--- config.mk ---
export PLATFORM = sky130hd
export DESIGN_NAME = timing_health_supervisor_top
export DESIGN_NICKNAME = d
export VERILOG_FILES = /design/src/rtl/core/ths_pkg.sv /design/src/rtl/core/ths_step.sv /design/src/rtl/core/timing_health_supervisor_top.sv
export SDC_FILE = /design/constraint.sdc
export NUM_CORES = 1
export LEC_CHECK = 0
export CORE_MARGIN = 4
export CORE_UTILIZATION = 60
export DETAILED_ROUTE_END_ITERATION = 7
export DONT_BUFFER_PORTS = 1
export PLACE_DENSITY = 0.76
export SETUP_SLACK_MARGIN = 0.3
export SLEW_MARGIN = 15
export SYNTH_ARGS = -nofsm -noshare
export SYNTH_HDL_FRONTEND = slang
export SYNTH_SLANG_ARGS = --single-unit
--- constraint.sdc ---
create_clock -name clk -period 25.7 [get_ports clk]
set_input_delay 7.71 -clock clk [delete_from_list [all_inputs] [get_ports clk]]
set_output_delay 7.71 -clock clk [all_outputs]
set_load 0.02 [all_outputs]
--- src/rtl/core/ths_pkg.sv ---
// Package for the timing health supervisor: request and result records,
// supervisor state record, op codes and status codes.
// No dependencies.
package ths_pkg;

    localparam logic [1:0]  ST_UNLOCK      = 2'd0;
    localparam logic [1:0]  ST_OK          = 2'd1;
    localparam logic [2:0]  GPS_DOG_LIMIT  = 3'd3;
    localparam logic [31:0] ALL_ONES       = 32'hFFFF_FFFF;
    localparam logic [31:0] HOLD_LIMIT_RST = 32'd3600;

    typedef enum logic [1:0] {
        H_UNLOCK = 2'd0,
        H_HOLD   = 2'd1,
        H_OK     = 2'd2
    } health_t;

    typedef enum logic [3:0] {
        OP_PLL      = 4'd0,
        OP_FLL      = 4'd1,
        OP_GPS      = 4'd2,
        OP_OSC      = 4'd3,
        OP_KICK_FLL = 4'd4,
        OP_KICK_GPS = 4'd5,
        OP_TICK     = 4'd6,
        OP_SET_REF  = 4'd7,
        OP_QUERY    = 4'd8
    } op_t;

    typedef struct packed {
        logic [3:0]  op;
        logic [1:0]  status_value;
        logic [31:0] ref_seconds;
        logic [31:0] ref_fraction;
        logic [31:0] now_seconds;
        logic [31:0] now_fraction;
    } item_t;

    typedef struct packed {
        logic [1:0]  pll;
        logic [1:0]  fll;
        logic [1:0]  gps;
        logic [1:0]  osc;
        health_t     health;
        logic [31:0] ref_sec;
        logic [31:0] ref_frac;
        logic [31:0] hold_sec;
        logic [31:0] hold_frac;
        logic [2:0]  gps_dog;
        logic [31:0] fll_dog;
        logic        pps_on;
    } sup_state_t;

    typedef struct packed {
        logic [1:0]  health_state;
        logic        pps_enabled;
        logic        holdover_entered;
        logic        holdover_left;
        logic [31:0] holdover_seconds;
        logic        run_pll;
        logic [31:0] ref_age_seconds;
    } result_t;

endpackage

--- src/rtl/core/ths_step.sv ---
// Next-state and result logic of the timing health supervisor for one request.
// Depends on ths_pkg.
module ths_step (
    input  ths_pkg::item_t      item,
    input  ths_pkg::sup_state_t cur,
    input  logic [31:0]         hold_limit,
    output ths_pkg::sup_state_t nxt,
    output ths_pkg::result_t    res
);
    import ths_pkg::*;

    typedef struct packed {
        sup_state_t  st;
        logic        entered;
        logic        left;
        logic [31:0] secs;
    } eval_t;

    function automatic logic [31:0] age_from(logic [31:0] ns, logic [31:0] nf,
                                             logic [31:0] s, logic [31:0] f);
        return ns - s - {31'd0, (nf < f)};
    endfunction

    function automatic eval_t reeval(eval_t e, logic [31:0] ns, logic [31:0] nf);
        eval_t   r;
        health_t nh;
        r  = e;
        nh = e.st.health;
        if (e.st.health == H_OK && e.st.gps == ST_UNLOCK)
            nh = (e.st.fll == ST_OK) ? H_HOLD : H_UNLOCK;
        if (e.st.health == H_HOLD && e.st.fll == ST_UNLOCK)
            nh = H_UNLOCK;
        if (e.st.health != H_UNLOCK && (e.st.pll == ST_UNLOCK || e.st.osc == ST_UNLOCK))
            nh = H_UNLOCK;
        if (e.st.health != H_OK && e.st.pll == ST_OK && e.st.gps == ST_OK
            && e.st.osc == ST_OK)
            nh = H_OK;
        if (nh != e.st.health)
        begin
            case (nh)
                H_OK:
                begin
                    if (e.st.hold_sec != ALL_ONES || e.st.hold_frac != ALL_ONES)
                    begin
                        r.left = 1'b1;
                        r.secs = age_from(ns, nf, e.st.hold_sec, e.st.hold_frac);
                    end
                    r.st.pps_on = 1'b1;
                end
                H_HOLD:
                begin
                    r.st.hold_sec  = e.st.ref_sec;
                    r.st.hold_frac = e.st.ref_frac;
                    r.entered      = 1'b1;
                end
                default:
                    r.st.pps_on = 1'b0;
            endcase
            r.st.health = nh;
        end
        return r;
    endfunction

    eval_t e;
    logic  run;

    always_comb
    begin
        e.st      = cur;
        e.entered = 1'b0;
        e.left    = 1'b0;
        e.secs    = 32'd0;
        unique case (op_t'(item.op))
            OP_PLL:
            begin
                if (e.st.pll != item.status_value)
                begin
                    e.st.pll = item.status_value;
                    e = reeval(e, item.now_seconds, item.now_fraction);
                end
            end
            OP_FLL:
            begin
                if (e.st.fll != item.status_value)
                begin
                    e.st.fll = item.status_value;
                    e = reeval(e, item.now_seconds, item.now_fraction);
                end
            end
            OP_GPS:
            begin
                if (e.st.gps != item.status_value)
                begin
                    e.st.gps = item.status_value;
                    e = reeval(e, item.now_seconds, item.now_fraction);
                end
            end
            OP_OSC:
            begin
                if (e.st.osc != item.status_value)
                begin
                    e.st.osc = item.status_value;
                    e = reeval(e, item.now_seconds, item.now_fraction);
                end
            end
            OP_KICK_FLL: e.st.fll_dog = 32'd0;
            OP_KICK_GPS: e.st.gps_dog = 3'd0;
            OP_TICK:
            begin
                // GPS watchdog first, then FLL watchdog
                if (e.st.gps_dog <= GPS_DOG_LIMIT)
                    e.st.gps_dog = e.st.gps_dog + 3'd1;
                if (e.st.gps_dog == GPS_DOG_LIMIT && e.st.gps != ST_UNLOCK)
                begin
                    e.st.gps = ST_UNLOCK;
                    e = reeval(e, item.now_seconds, item.now_fraction);
                end
                if (e.st.fll_dog <= hold_limit)
                    e.st.fll_dog = e.st.fll_dog + 32'd1;
                if (e.st.fll_dog == hold_limit && e.st.fll != ST_UNLOCK)
                begin
                    e.st.fll = ST_UNLOCK;
                    e = reeval(e, item.now_seconds, item.now_fraction);
                end
            end
            OP_SET_REF:
            begin
                e.st.ref_sec  = item.ref_seconds;
                e.st.ref_frac = item.ref_fraction;
            end
            default: ;
        endcase
    end

    always_comb
    begin
        case (e.st.health)
            H_OK:    run = 1'b1;
            H_HOLD:  run = 1'b0;
            default: run = !(e.st.gps == ST_UNLOCK || e.st.osc == ST_UNLOCK);
        endcase
    end

    assign nxt                  = e.st;
    assign res.health_state     = e.st.health;
    assign res.pps_enabled      = e.st.pps_on;
    assign res.holdover_entered = e.entered;
    assign res.holdover_left    = e.left;
    assign res.holdover_seconds = e.left ? e.secs : 32'd0;
    assign res.run_pll          = run;
    assign res.ref_age_seconds  = age_from(item.now_seconds, item.now_fraction,
                                           e.st.ref_sec, e.st.ref_frac);

endmodule

--- src/rtl/core/timing_health_supervisor_top.sv ---
// Top level of the timing health supervisor: request register, state and
// result registers, holdover limit register. Depends on ths_pkg and ths_step.
//
//  channel  | dir | handshake          | payload
//  ---------+-----+--------------------+---------------------------------------
//  s_*      | in  | s_tvalid/s_tready  | s_tuser op, s_tdata status/ref/now
//  m_*      | out | m_tvalid/m_tready  | m_tdata health, pulses, ages, run_pll
//  cfg_*    | in  | cfg_wr_en          | cfg_wr_data holdover limit (seconds)
//
// One request per cycle sustained unless the result side stalls. Each request
// passes request register, single step (all state updated), result register.
// rst_n resets the supervisor state and the limit (to 3600) and clears both valid flags.
// A stalled result holds in the result register while the request register
// still takes one more request; s_tready drops only when both are full.
module timing_health_supervisor_top (
    input  logic         clk,
    input  logic         rst_n,
    input  logic         s_tvalid,
    output logic         s_tready,
    input  logic [3:0]   s_tuser,     // [3:0] op
    input  logic [135:0] s_tdata,     // [1:0] status_value, [33:2] ref_seconds,
                                      // [65:34] ref_fraction, [97:66] now_seconds,
                                      // [129:98] now_fraction, [135:130] zero
    output logic         m_tvalid,
    input  logic         m_tready,
    output logic [71:0]  m_tdata,     // [1:0] health_state, [2] pps_enabled,
                                      // [3] holdover_entered, [4] holdover_left,
                                      // [36:5] holdover_seconds, [37] run_pll,
                                      // [69:38] ref_age_seconds, [71:70] zero
    input  logic         cfg_wr_en,
    input  logic [31:0]  cfg_wr_data
);
    import ths_pkg::*;

    logic        in_valid_reg, in_valid_next;
    item_t       item_reg;
    logic        out_valid_reg, out_valid_next;
    result_t     out_reg;
    sup_state_t  state_reg, state_next;
    result_t     res;
    logic [31:0] limit_reg;
    logic        advance;

    ths_step u_step (
        .item       (item_reg),
        .cur        (state_reg),
        .hold_limit (limit_reg),
        .nxt        (state_next),
        .res        (res)
    );

    assign advance  = in_valid_reg && (!out_valid_reg || m_tready);
    assign s_tready = !in_valid_reg || advance;

    always_comb
    begin
        in_valid_next = in_valid_reg;
        if (s_tvalid && s_tready)
            in_valid_next = 1'b1;
        else if (advance)
            in_valid_next = 1'b0;
        out_valid_next = out_valid_reg;
        if (advance)
            out_valid_next = 1'b1;
        else if (m_tready)
            out_valid_next = 1'b0;
    end

    always_ff @(posedge clk or negedge rst_n)
    begin
        if (!rst_n)
        begin
            in_valid_reg       <= 1'b0;
            out_valid_reg      <= 1'b0;
            limit_reg          <= HOLD_LIMIT_RST;
            state_reg.pll      <= ST_UNLOCK;
            state_reg.fll      <= ST_UNLOCK;
            state_reg.gps      <= ST_UNLOCK;
            state_reg.osc      <= ST_UNLOCK;
            state_reg.health   <= H_UNLOCK;
            state_reg.ref_sec  <= 32'd0;
            state_reg.ref_frac <= 32'd0;
            state_reg.hold_sec <= ALL_ONES;
            state_reg.hold_frac <= ALL_ONES;
            state_reg.gps_dog  <= 3'd0;
            state_reg.fll_dog  <= ALL_ONES;
            state_reg.pps_on   <= 1'b0;
        end
        else
        begin
            in_valid_reg  <= in_valid_next;
            out_valid_reg <= out_valid_next;
            if (cfg_wr_en)
                limit_reg <= cfg_wr_data;
            if (advance)
                state_reg <= state_next;
        end
    end

    // payload registers: no reset
    always_ff @(posedge clk)
    begin
        if (s_tvalid && s_tready)
        begin
            item_reg.op           <= s_tuser;
            item_reg.status_value <= s_tdata[1:0];
            item_reg.ref_seconds  <= s_tdata[33:2];
            item_reg.ref_fraction <= s_tdata[65:34];
            item_reg.now_seconds  <= s_tdata[97:66];
            item_reg.now_fraction <= s_tdata[129:98];
        end
        if (advance)
            out_reg <= res;
    end

    assign m_tvalid = out_valid_reg;
    assign m_tdata  = {2'b00, out_reg.ref_age_seconds, out_reg.run_pll,
                       out_reg.holdover_seconds, out_reg.holdover_left,
                       out_reg.holdover_entered, out_reg.pps_enabled,
                       out_reg.health_state};

endmodule

Word level (Yosys, flattened, before mapping)
Cells that the tools add are included.
{ "word_totals": {"reg_bits": 412, "wordCells": 273, "input_bits": 177, "out_inout_bits": 74} }
{ "classes": {"n_mux": 101, "addsub": 8, "n_lt_le_gt_ge": 5, "bitwise_logic": 4, "n_reduce_logical": 64, "n_eq_ne": 63} }
{ "ops": {"columns": ["cell", "n"], "rows": [
  ["two-way mux 64 bit", 12],
  ["two-way mux 208 bit", 2],
  ["two-way mux 206 bit", 2],
  ["two-way mux 204 bit", 2],
  ["one-hot mux 64 bit (6 select lines)", 1],
  ["one-hot mux 64 bit (5 select lines)", 1],
  ["two-way mux 33 bit", 8],
  ["two-way mux 35 bit", 6],
  ["two-way mux 202 bit", 1],
  ["one-hot mux 32 bit (6 select lines)", 1],
  ["one-hot mux 35 bit (5 select lines)", 1],
  ["inequality test 32 bit (second input constant)", 4],
  ["< comparator 32 bit", 3],
  ["subtractor 32 x 1 -> 32 bit", 3],
  ["subtractor 32 bit", 3],
  ["two-way mux 2 bit", 39],
  ["two-way mux 32 bit", 2],
  ["one-hot mux 10 bit (5 select lines)", 1],
  ["== test 2 x 1 -> 1 bit (second input constant)", 17],
  ["adder 32 x 1 -> 32 bit (second input constant)", 1],
  ["== test 32 bit", 1],
  ["less-or-equal comparator 32 bit", 1],
  ["logical AND 1 bit", 25],
  ["AND reduction 6 bit", 4],
  ["22 further kinds", 104]
]} }

Longest topological paths before layout
Gate-level depths: netlist of the first run.
{ "depth": {"depth_word": 29, "mapped_depth": 38, "ltp_nobuf": 36} }

Hierarchy
Synthesis of the first run repeated with hierarchy kept, for this count alone.
{ "unflattened": {"hier_cells": 3019, "area_unflattened_um2": 31242.5} }
{ "modules_own_cells": {"columns": ["mod", "seq_area_each_um2", "area_each_um2", "cells_each", "instances"], "rows": [
  ["ths_step", 0.0, 16608.4, 2368, 1],
  ["timing_health_supervisor_top", 11456.0, 14634.0, 651, 1]
]} }

Worst setup path before layout of the first run
OpenSTA, ideal clock, no wires.
{ "synth_timing": {"path_kind": "input port to output port", "start": "input m_tready", "end": "output s_tready", "arrival_ns": 7.988, "t_required_ns": 17.990, "setup_slack_ns": 10.002, "path_buffers": 0, "path_stages": 1, "path_cell_list": "nand3b_1"} }
{ "synth_between": {"elab_chain_len": 3} }
{ "synth_rtl": {"columns": ["element", "line", "text"], "rows": [
  ["start: declaration", "timing_health_supervisor_top.sv:25", "input logic m_tready,"],
  ["logical OR 1 bit", "timing_health_supervisor_top.sv:52", "assign advance = in_valid_reg && (!out_valid_reg || m_tready);"],
  ["logical AND 1 bit", "timing_health_supervisor_top.sv:52", null],
  ["logical OR 1 bit", "timing_health_supervisor_top.sv:53", "assign s_tready = !in_valid_reg || advance;"],
  ["end: declaration", "timing_health_supervisor_top.sv:19", "output logic s_tready,"]
]} }
Every way passes these cells.

Worst setup path in the final report of the first run
Ends and elaborated chain as after synthesis.

==> impl_summary.log, run 1 <==
INFO  metric outcome = completed
INFO  metric timing.critical_path.cells = nand3b_1
INFO  metric global_router_s_overall_resource_usage = 0.315
INFO  metric max_slew_margin = 0.229
INFO  metric timing.critical_path.from_type = primary input
INFO  metric synthDistinctLibCells = 95
INFO  metric leading_register_cell_type_out_of_synthesis = sky130_fd_sc_hd__edfxtp_1
INFO  metric starting_drt_drc_count = 2171
INFO  metric cts_max_level = 2
INFO  metric async_reset_ff_frac = 0.505
INFO  metric worstSetupEndpointType = output pin
INFO  metric fp.dieArea = 53000 um^2
INFO  metric cell_area_power_density = 94.9 nW/um^2
INFO  metric layout-drive-gt1-share = 0.104
INFO  metric netlist.top_cell.by_area = sky130_fd_sc_hd__edfxtp_1
INFO  metric grt_pass1_wl = about 130000 um
INFO  metric post_synth_instance_area = slightly below 30000 um^2
INFO  metric pre_repair_dr_iteration_count = 8
INFO  metric dieHeight = 230 um
INFO  metric max_vdd_drop = 0.0000926 V
INFO  metric first_global_vias = 23.6k
INFO  metric post_drt_via_cell_ratio = 6.39
INFO  metric io_pins = 251
INFO  metric cts-hold-fix-buffers = 0
INFO  metric critical_path.n_buffers_inverters = 0
INFO  metric worst_ep_arrival_time = about 8 ns
INFO  metric placeableCoreArea = between 40000 and 50000 um^2
INFO  metric cp_slowest_cell = sky130_fd_sc_hd__nand3b_1
INFO  metric place_hpwl = 62800 um
INFO  metric cts_setup_buffers = 0
INFO  metric finalCriticalPeriod = 15.73 ns
INFO  metric dp_worst_setup_slack = 9.97 ns
INFO  metric rsz0062_at_grt = false
INFO  metric finalWirelength = 85500 um
INFO  metric rows = 81
INFO  metric cts_made_buffers = 46
INFO  metric avgSynthCellArea = 9.40 um^2
INFO  metric syn2layout_area_growth = 6.60%
INFO  metric mostFrequentLayoutCells = sky130_fd_sc_hd__ha_1, sky130_fd_sc_hd__inv_1, sky130_fd_sc_hd__nand2_1
INFO  metric largest_register_ffs = 174
INFO  metric final_max_slew_violation_count = 0
INFO  metric synth.area.top_cells = sky130_fd_sc_hd__edfxtp_1, sky130_fd_sc_hd__ha_1, sky130_fd_sc_hd__dfrtp_1, sky130_fd_sc_hd__dfstp_2, sky130_fd_sc_hd__inv_1
INFO  metric cts_resized = 0
INFO  metric hold_class = flip-flop to flip-flop
INFO  metric synth_largest_type_area_fraction = 0.207
INFO  metric layout_setup_ws = 9.97 ns
INFO  metric ys_ff_latch = 412
INFO  metric route.detailed.drc = 0
INFO  metric globalplace.congestion = 0.964
INFO  metric clk_pin_slew_worst_paths = 0.06 ns
INFO  metric die_w = 230 um
INFO  metric criticalPathCategory = primary input to output pin
INFO  metric setup_total_negative_slack = 0 ns
INFO  metric finalCritPeriodShare = 0.612
INFO  metric maxCapViolCount = 0
INFO  metric clockRootBuffer = sky130_fd_sc_hd__clkbuf_16
INFO  metric leakage_dissipation = 13.2 nW
INFO  metric initial_core_util = 0.607
INFO  metric grt_antenna_before_repair = 10
INFO  metric max_freq = between 60 and 70 MHz
INFO  metric cts_tree = done
INFO  metric congestion_overflow_gr = 0
INFO  metric postLayoutCellArea = 31600 um^2
INFO  metric worst_slew_pin_slew = 1.14 ns
INFO  metric insertion_delay_to_the_later_sink_of_the_worst_skew_pair = roughly 0.60 ns
INFO  metric finalClockSkew = 0.0196 ns
INFO  metric layout.cells.most_common = sky130_fd_sc_hd__ha_1
INFO  metric cp_top_family = simple AND/OR/NAND/NOR gates
INFO  metric syn-instance-count = ~3.2k
INFO  metric yosysWarningCount = 0
INFO  metric yosysSeqAreaShare = 0.386
INFO  metric clock_sink_count = between 400 and 500
INFO  metric placed_cell_area = 30100 um^2
INFO  metric max_stage_delay = a little over 0.3 ns
INFO  metric synth_edf_count = 204
INFO  metric crit_fanout = 3
INFO  metric timing.critical_path.required = 17.99 ns
INFO  metric count_of_nets_after_finishing = 3599
INFO  metric finalHoldViolations = 0
INFO  metric detail_route.wl_per_cell = around 23 um
INFO  metric grt_start_max_net_pins = 209
INFO  metric setup_viol = 0
INFO  metric antenna_left = 0
INFO  metric clockBufferDepth = 3
INFO  metric placement.io_buffers = 0
INFO  metric num_vias = 24.3k
[worst paths after layout]
path	endpoint	slack [ns]	startpoint	cells past startpoint
max in group asynchronous	state_reg[150]$_DFFE_PN0P_	18.25	rst_n	0
max reg2reg	m_tdata[66]$_DFFE_PP_	15.82	item_reg[131]$_DFFE_PP_	32
min in group asynchronous	state_reg[157]$_DFFE_PN0P_	6.81	rst_n	0
max	s_tready	9.97	m_tready	1
min reg2reg	state_reg[94]$_DFFE_PN1P_	0.48	state_reg[94]$_DFFE_PN1P_	2
min	state_reg[94]$_DFFE_PN1P_	0.48	state_reg[94]$_DFFE_PN1P_	2
[layer usage]
| layer | track usage | vias to the layer above | share of wire | wire (um) |
|---|---|---|---|---|
| li1 | - | 11300 | - | - |
| met1 | 0.437 | 11700 | 0.43 | 37000 |
| met2 | 0.500 | 1046 | 0.46 | 39300 |
| met3 | 0.0551 | 182 | 0.074 | 6300 |
| met4 | 0.112 | 10 | 0.035 | 2950 |
| met5 | 0 | - | 0.00070 | 60 |
[stage by stage]
stage	power [mW]	hold slack [ns]	instances	util
floorplan	1.99	0.457	3155	-
global placement	2.25	0.473	3712	0.616
detailed placement	2.31	0.477	3712	0.616
CTS	2.99	0.486	3797	0.647
global route	3.20	0.497	3801	0.647
finish	3.00	0.485	3802	0.647
[synthesized netlist by cell type (all sizes together), types with 11 or more instances]
library cell	count
a211oi	23
a21o	58
a21oi	186
a221oi	11
a22o	38
a31oi	26
a32oi	31
and2	18
and3	15
and4	11
buf	43
clkbuf	86
dfrtp	108
dfstp	100
edfxtp	204
ha	320
inv	317
mux2	99
mux2i	47
nand2	317
nand2b	48
nand3	63
nand4	72
nor2	192
nor2b	29
nor3	45
nor4	26
o211ai	17
o21a	13
o21ai	244
o22ai	31
o31ai	23
xnor2	73
xor2	59
[area by class of cell]
cell class                 count  area (um^2)
fill                        3960        17200
multi-input combinational   2297        16500
sequential                   412        11500
clock buffer                  68         1310
inverter                     317         1190
tap                          664          831
clock inverter                17          186
timing repair buffer          22          165
antenna                        5         12.5
[where the power goes]
group          internal [mW]  switching [mW]  leakage, nW
sequential             0.872           0.180         4.39
clock                  0.376           0.286        0.718
combinational          0.539           0.744         8.05
total                   1.79            1.21         13.2
[logic make-up (layout without fill, tap and decap cells)]
family | count (synthesis) | count (layout) | share of synthesized area
flip-flops | 412 | 412 | 0.386
other | 1 | 7 | 0.000126
AND/OR/NAND/NOR | 893 | 893 | 0.148
buffers and inverters | 446 | 424 | 0.0606
multiplexers | 146 | 146 | 0.0535
adder cells (fa/ha/maj) | 326 | 326 | 0.139
XOR/XNOR | 132 | 132 | 0.0390
AO/OA/AOI/OAI | 798 | 798 | 0.173
(Power assumes the default switching activity.)
==> run 2, diff against run 1 <==
CORE_UTILIZATION = 59   (was 60)
PLACE_DENSITY = 0.78   (was 0.76)
clock period = 13.8 ns   (was 25.7 ns; I/O delays follow)
==> impl_summary.log, run 2 (synthesis results as in run 1) <==
INFO  metric cts_max_level = 2 (unchanged)
INFO  metric reg2reg_to = m_tdata[35]$_SDFFCE_PN0P_
INFO  metric layout-drive-gt1-share = 0.106 (+0.00163)
INFO  metric criticalPathCategory = flip-flop to flip-flop
INFO  metric rows = 81 (unchanged)
INFO  metric clk_pin_slew_worst_paths = 0.06 ns (about the same)
INFO  metric pre_repair_dr_iteration_count = 5 (-3)
INFO  metric outcome = completed
INFO  metric setup_viol = 0 (unchanged)
INFO  metric global_router_s_overall_resource_usage = 0.313 (-0.00222)
INFO  metric crit_top_cell = sky130_fd_sc_hd__a21oi_1
INFO  metric grt_antenna_before_repair = 11 (+1)
INFO  metric place.detailed.instances = 3710 (-0.054%)
INFO  metric route.detailed.drc = 0 (unchanged)
INFO  metric placeableCoreArea = 49400 um^2 (+1.0%)
INFO  metric worstSetupEndpointType = flip-flop
INFO  metric cts_setup_buffers = 0 (unchanged)
INFO  metric nFillCells = 4010 (+1.3%)
INFO  metric count_of_nets_after_finishing = 3597 (-0.056%)
INFO  metric setup_total_negative_slack = 0 ns (unchanged)
INFO  metric reg2reg_setup_slack = 4.12 ns (-11.70 ns)
INFO  metric hold_class = flip-flop to flip-flop
INFO  metric finalHoldViolations = 0 (unchanged)
INFO  metric placement.io_buffers = 0 (unchanged)
INFO  metric max_stage_delay = 0.92 ns (+0.61 ns)
INFO  metric first_global_vias = 23.5k (-0.67%)
INFO  metric max_slew_margin = 0.217 (-0.0126)
INFO  metric largest_register_ffs = 174 (unchanged)
INFO  metric finalWirelength = 86000 um (+0.58%)
INFO  metric num_vias = 24.1k (-0.58%)
INFO  metric max_freq = 103 MHz
INFO  metric layout.cells.most_common = sky130_fd_sc_hd__ha_1
INFO  metric clock_sink_count = 412 (unchanged)
INFO  metric grt_start_max_net_pins = 209 (unchanged)
INFO  metric rsz0062_at_grt = false
INFO  metric postLayoutCellArea = 31600 um^2 (about the same)
INFO  metric cts_tree = done
INFO  metric globalplace.congestion = 0.928 (-3.7%)
INFO  metric cts_made_buffers = 46 (unchanged)
INFO  metric max_vdd_drop = 0.000156 V (+68%)
INFO  metric dieHeight = 232 um (+0.81%)
INFO  metric hold_path_startpoint = state_reg[98]$_DFFE_PN1P_
INFO  metric worstReg2RegStart = state_reg[164]$_DFFE_PN0P_
INFO  metric syn2layout_area_growth = 6.57% (about the same)
INFO  metric worstHoldPathCells = 2 (unchanged)
INFO  metric antenna_left = 0 (unchanged)
INFO  metric placed_cell_area = 30100 um^2 (about the same)
INFO  metric timing.critical_path.required = 14.08 ns (-3.91 ns)
INFO  metric finalCriticalPeriod = 9.68 ns
INFO  metric leakage_dissipation = 13.2 nW (about the same)
INFO  metric finish.cell_count_without_fillers = 3804 (+0.053%)
INFO  metric hold_path_end = state_reg[98]$_DFFE_PN1P_
INFO  metric fp.dieArea = 53900 um^2 (+1.6%)
INFO  metric reg2reg_depth = 35 (+9.4%)
INFO  metric worst_ep_arrival_time = 9.95 ns (+1.93 ns)
INFO  metric final_max_slew_violation_count = 0 (unchanged)
INFO  metric holdWs = 0.488 ns (+0.00290 ns)
INFO  metric cts-hold-fix-buffers = 0 (unchanged)
INFO  metric place_hpwl = 63100 um (+0.53%)
INFO  metric starting_drt_drc_count = 2240 (+3.2%)
INFO  metric detail_route.wl_per_cell = 22.6 um (+0.52%)
INFO  metric crit_fanout = 49 (+46)
INFO  metric initial_core_util = 0.601 (-0.00623)
INFO  metric grt_pass1_wl = 133000 um (+0.34%)
INFO  metric die_w = 232 um (+0.81%)
INFO  metric cell_area_power_density = 176 nW/um^2 (+86%)
INFO  metric mostFrequentLayoutCells = sky130_fd_sc_hd__ha_1, sky130_fd_sc_hd__inv_1, sky130_fd_sc_hd__nand2_1
INFO  metric io_pins = 251 (unchanged)
INFO  metric insertion_delay_to_the_later_sink_of_the_worst_skew_pair = 0.60 ns (about the same)
INFO  metric cts_resized = 0 (unchanged)
INFO  metric clockBufferDepth = 3 (unchanged)
INFO  metric cp_slowest_cell = sky130_fd_sc_hd__dfrtp_1
INFO  metric congestion_overflow_gr = 0 (unchanged)
INFO  metric timing.critical_path.from_type = flip-flop
INFO  metric finalClockSkew = 0.0248 ns (+0.00517 ns)
INFO  metric post_drt_via_cell_ratio = 6.35 (-0.63%)
INFO  metric clockRootBuffer = sky130_fd_sc_hd__clkbuf_16
INFO  metric worst_slew_pin_slew = 1.17 ns (+0.0305 ns)
INFO  metric finalCritPeriodShare = 0.701
INFO  metric maxCapViolCount = 0 (unchanged)
## run 2: changes by cell type in the layout (fill, tap and decap cells not counted)
cell / before / now
sky130_fd_sc_hd__clkinv_2: 4 / 11
sky130_fd_sc_hd__clkbuf_1: 17 / 11
sky130_fd_sc_hd__diode_2: 5 / 8
sky130_fd_sc_hd__buf_4: 22 / 20
sky130_fd_sc_hd__clkinv_8: 0 / 2
sky130_fd_sc_hd__inv_6: 2 / 0
sky130_fd_sc_hd__bufinv_16: 2 / 3
sky130_fd_sc_hd__clkbuf_16: 48 / 47
sky130_fd_sc_hd__clkinv_16: 1 / 0
sky130_fd_sc_hd__clkinv_4: 1 / 2
sky130_fd_sc_hd__clkinvlp_4: 2 / 3
sky130_fd_sc_hd__inv_16: 1 / 0
## run 2: final cells by class
type,instances,area [um^2],share of cell area
multi-input cells,2297,16500,0.521
clock inverters,25,233,0.00737
inverters,317,1190,0.0377
repair buffers,20,150,0.00475
well taps,664,831,0.0263
diodes,8,20.0,0.000634
flip-flops and latches,412,11500,0.363
clock buffers,61,1260,0.0398
## run 2: metrics by stage
| stage | worst slack [ns] | util | power (mW) |
|---|---|---|---|
| floorplan | 5.24 | - | 3.70 |
| detailed placement | 4.36 | 0.609 | 4.30 |
| CTS | 4.33 | 0.640 | 5.55 |
| global route | 3.64 | 0.640 | 5.96 |
| global placement | 4.48 | 0.609 | 4.21 |
| finish | 4.12 | 0.640 | 5.57 |
## run 2: how the worst max path moves through the flow
stage	startpoint	end	slack [ns]	cells after the start
6_report	state_reg[164]$_DFFE_PN0P_	m_tdata[35]$_SDFFCE_PN0P_	4.12	35
5_1_grt	state_reg[165]$_DFFE_PN0P_	m_tdata[35]$_SDFFCE_PN0P_	3.64	36
3_5_place_dp	state_reg[164]$_DFFE_PN0P_	m_tdata[35]$_SDFFCE_PN0P_	4.36	35
4_1_cts	state_reg[164]$_DFFE_PN0P_	m_tdata[35]$_SDFFCE_PN0P_	4.33	35
3_3_place_gp	state_reg[164]$_DFFE_PN0P_	m_tdata[35]$_SDFFCE_PN0P_	4.48	35
2_1_floorplan	m_tready	s_tready	5.24	1
## run 2: critical path, delay by kind of cell (launching register included)
kind                     cells  cell delay [ns]
flip-flops                   1             0.92
XOR/XNOR                     1             0.18
AO/OA/AOI/OAI               21             4.90
buffers and inverters        3             1.02
adder cells (fa/ha/maj)      5             1.66
AND/OR/NAND/NOR              5             0.67
## run 2: per-layer routing
layer,part of all wire,vias to the layer above,track usage
li1,-,11300,-
met1,0.44,11700,0.437
met2,0.46,944,0.495
met3,0.073,142,0.0579
met4,0.027,4,0.101
met5,0.00031,-,0
## run 2: report_power, final
part	internal, mW	switching, mW	total, mW
Sequential	1.62	0.346	1.97
Combinational	1.00	1.37	2.38
Clock	0.701	0.527	1.23
Total	3.33	2.25	5.57
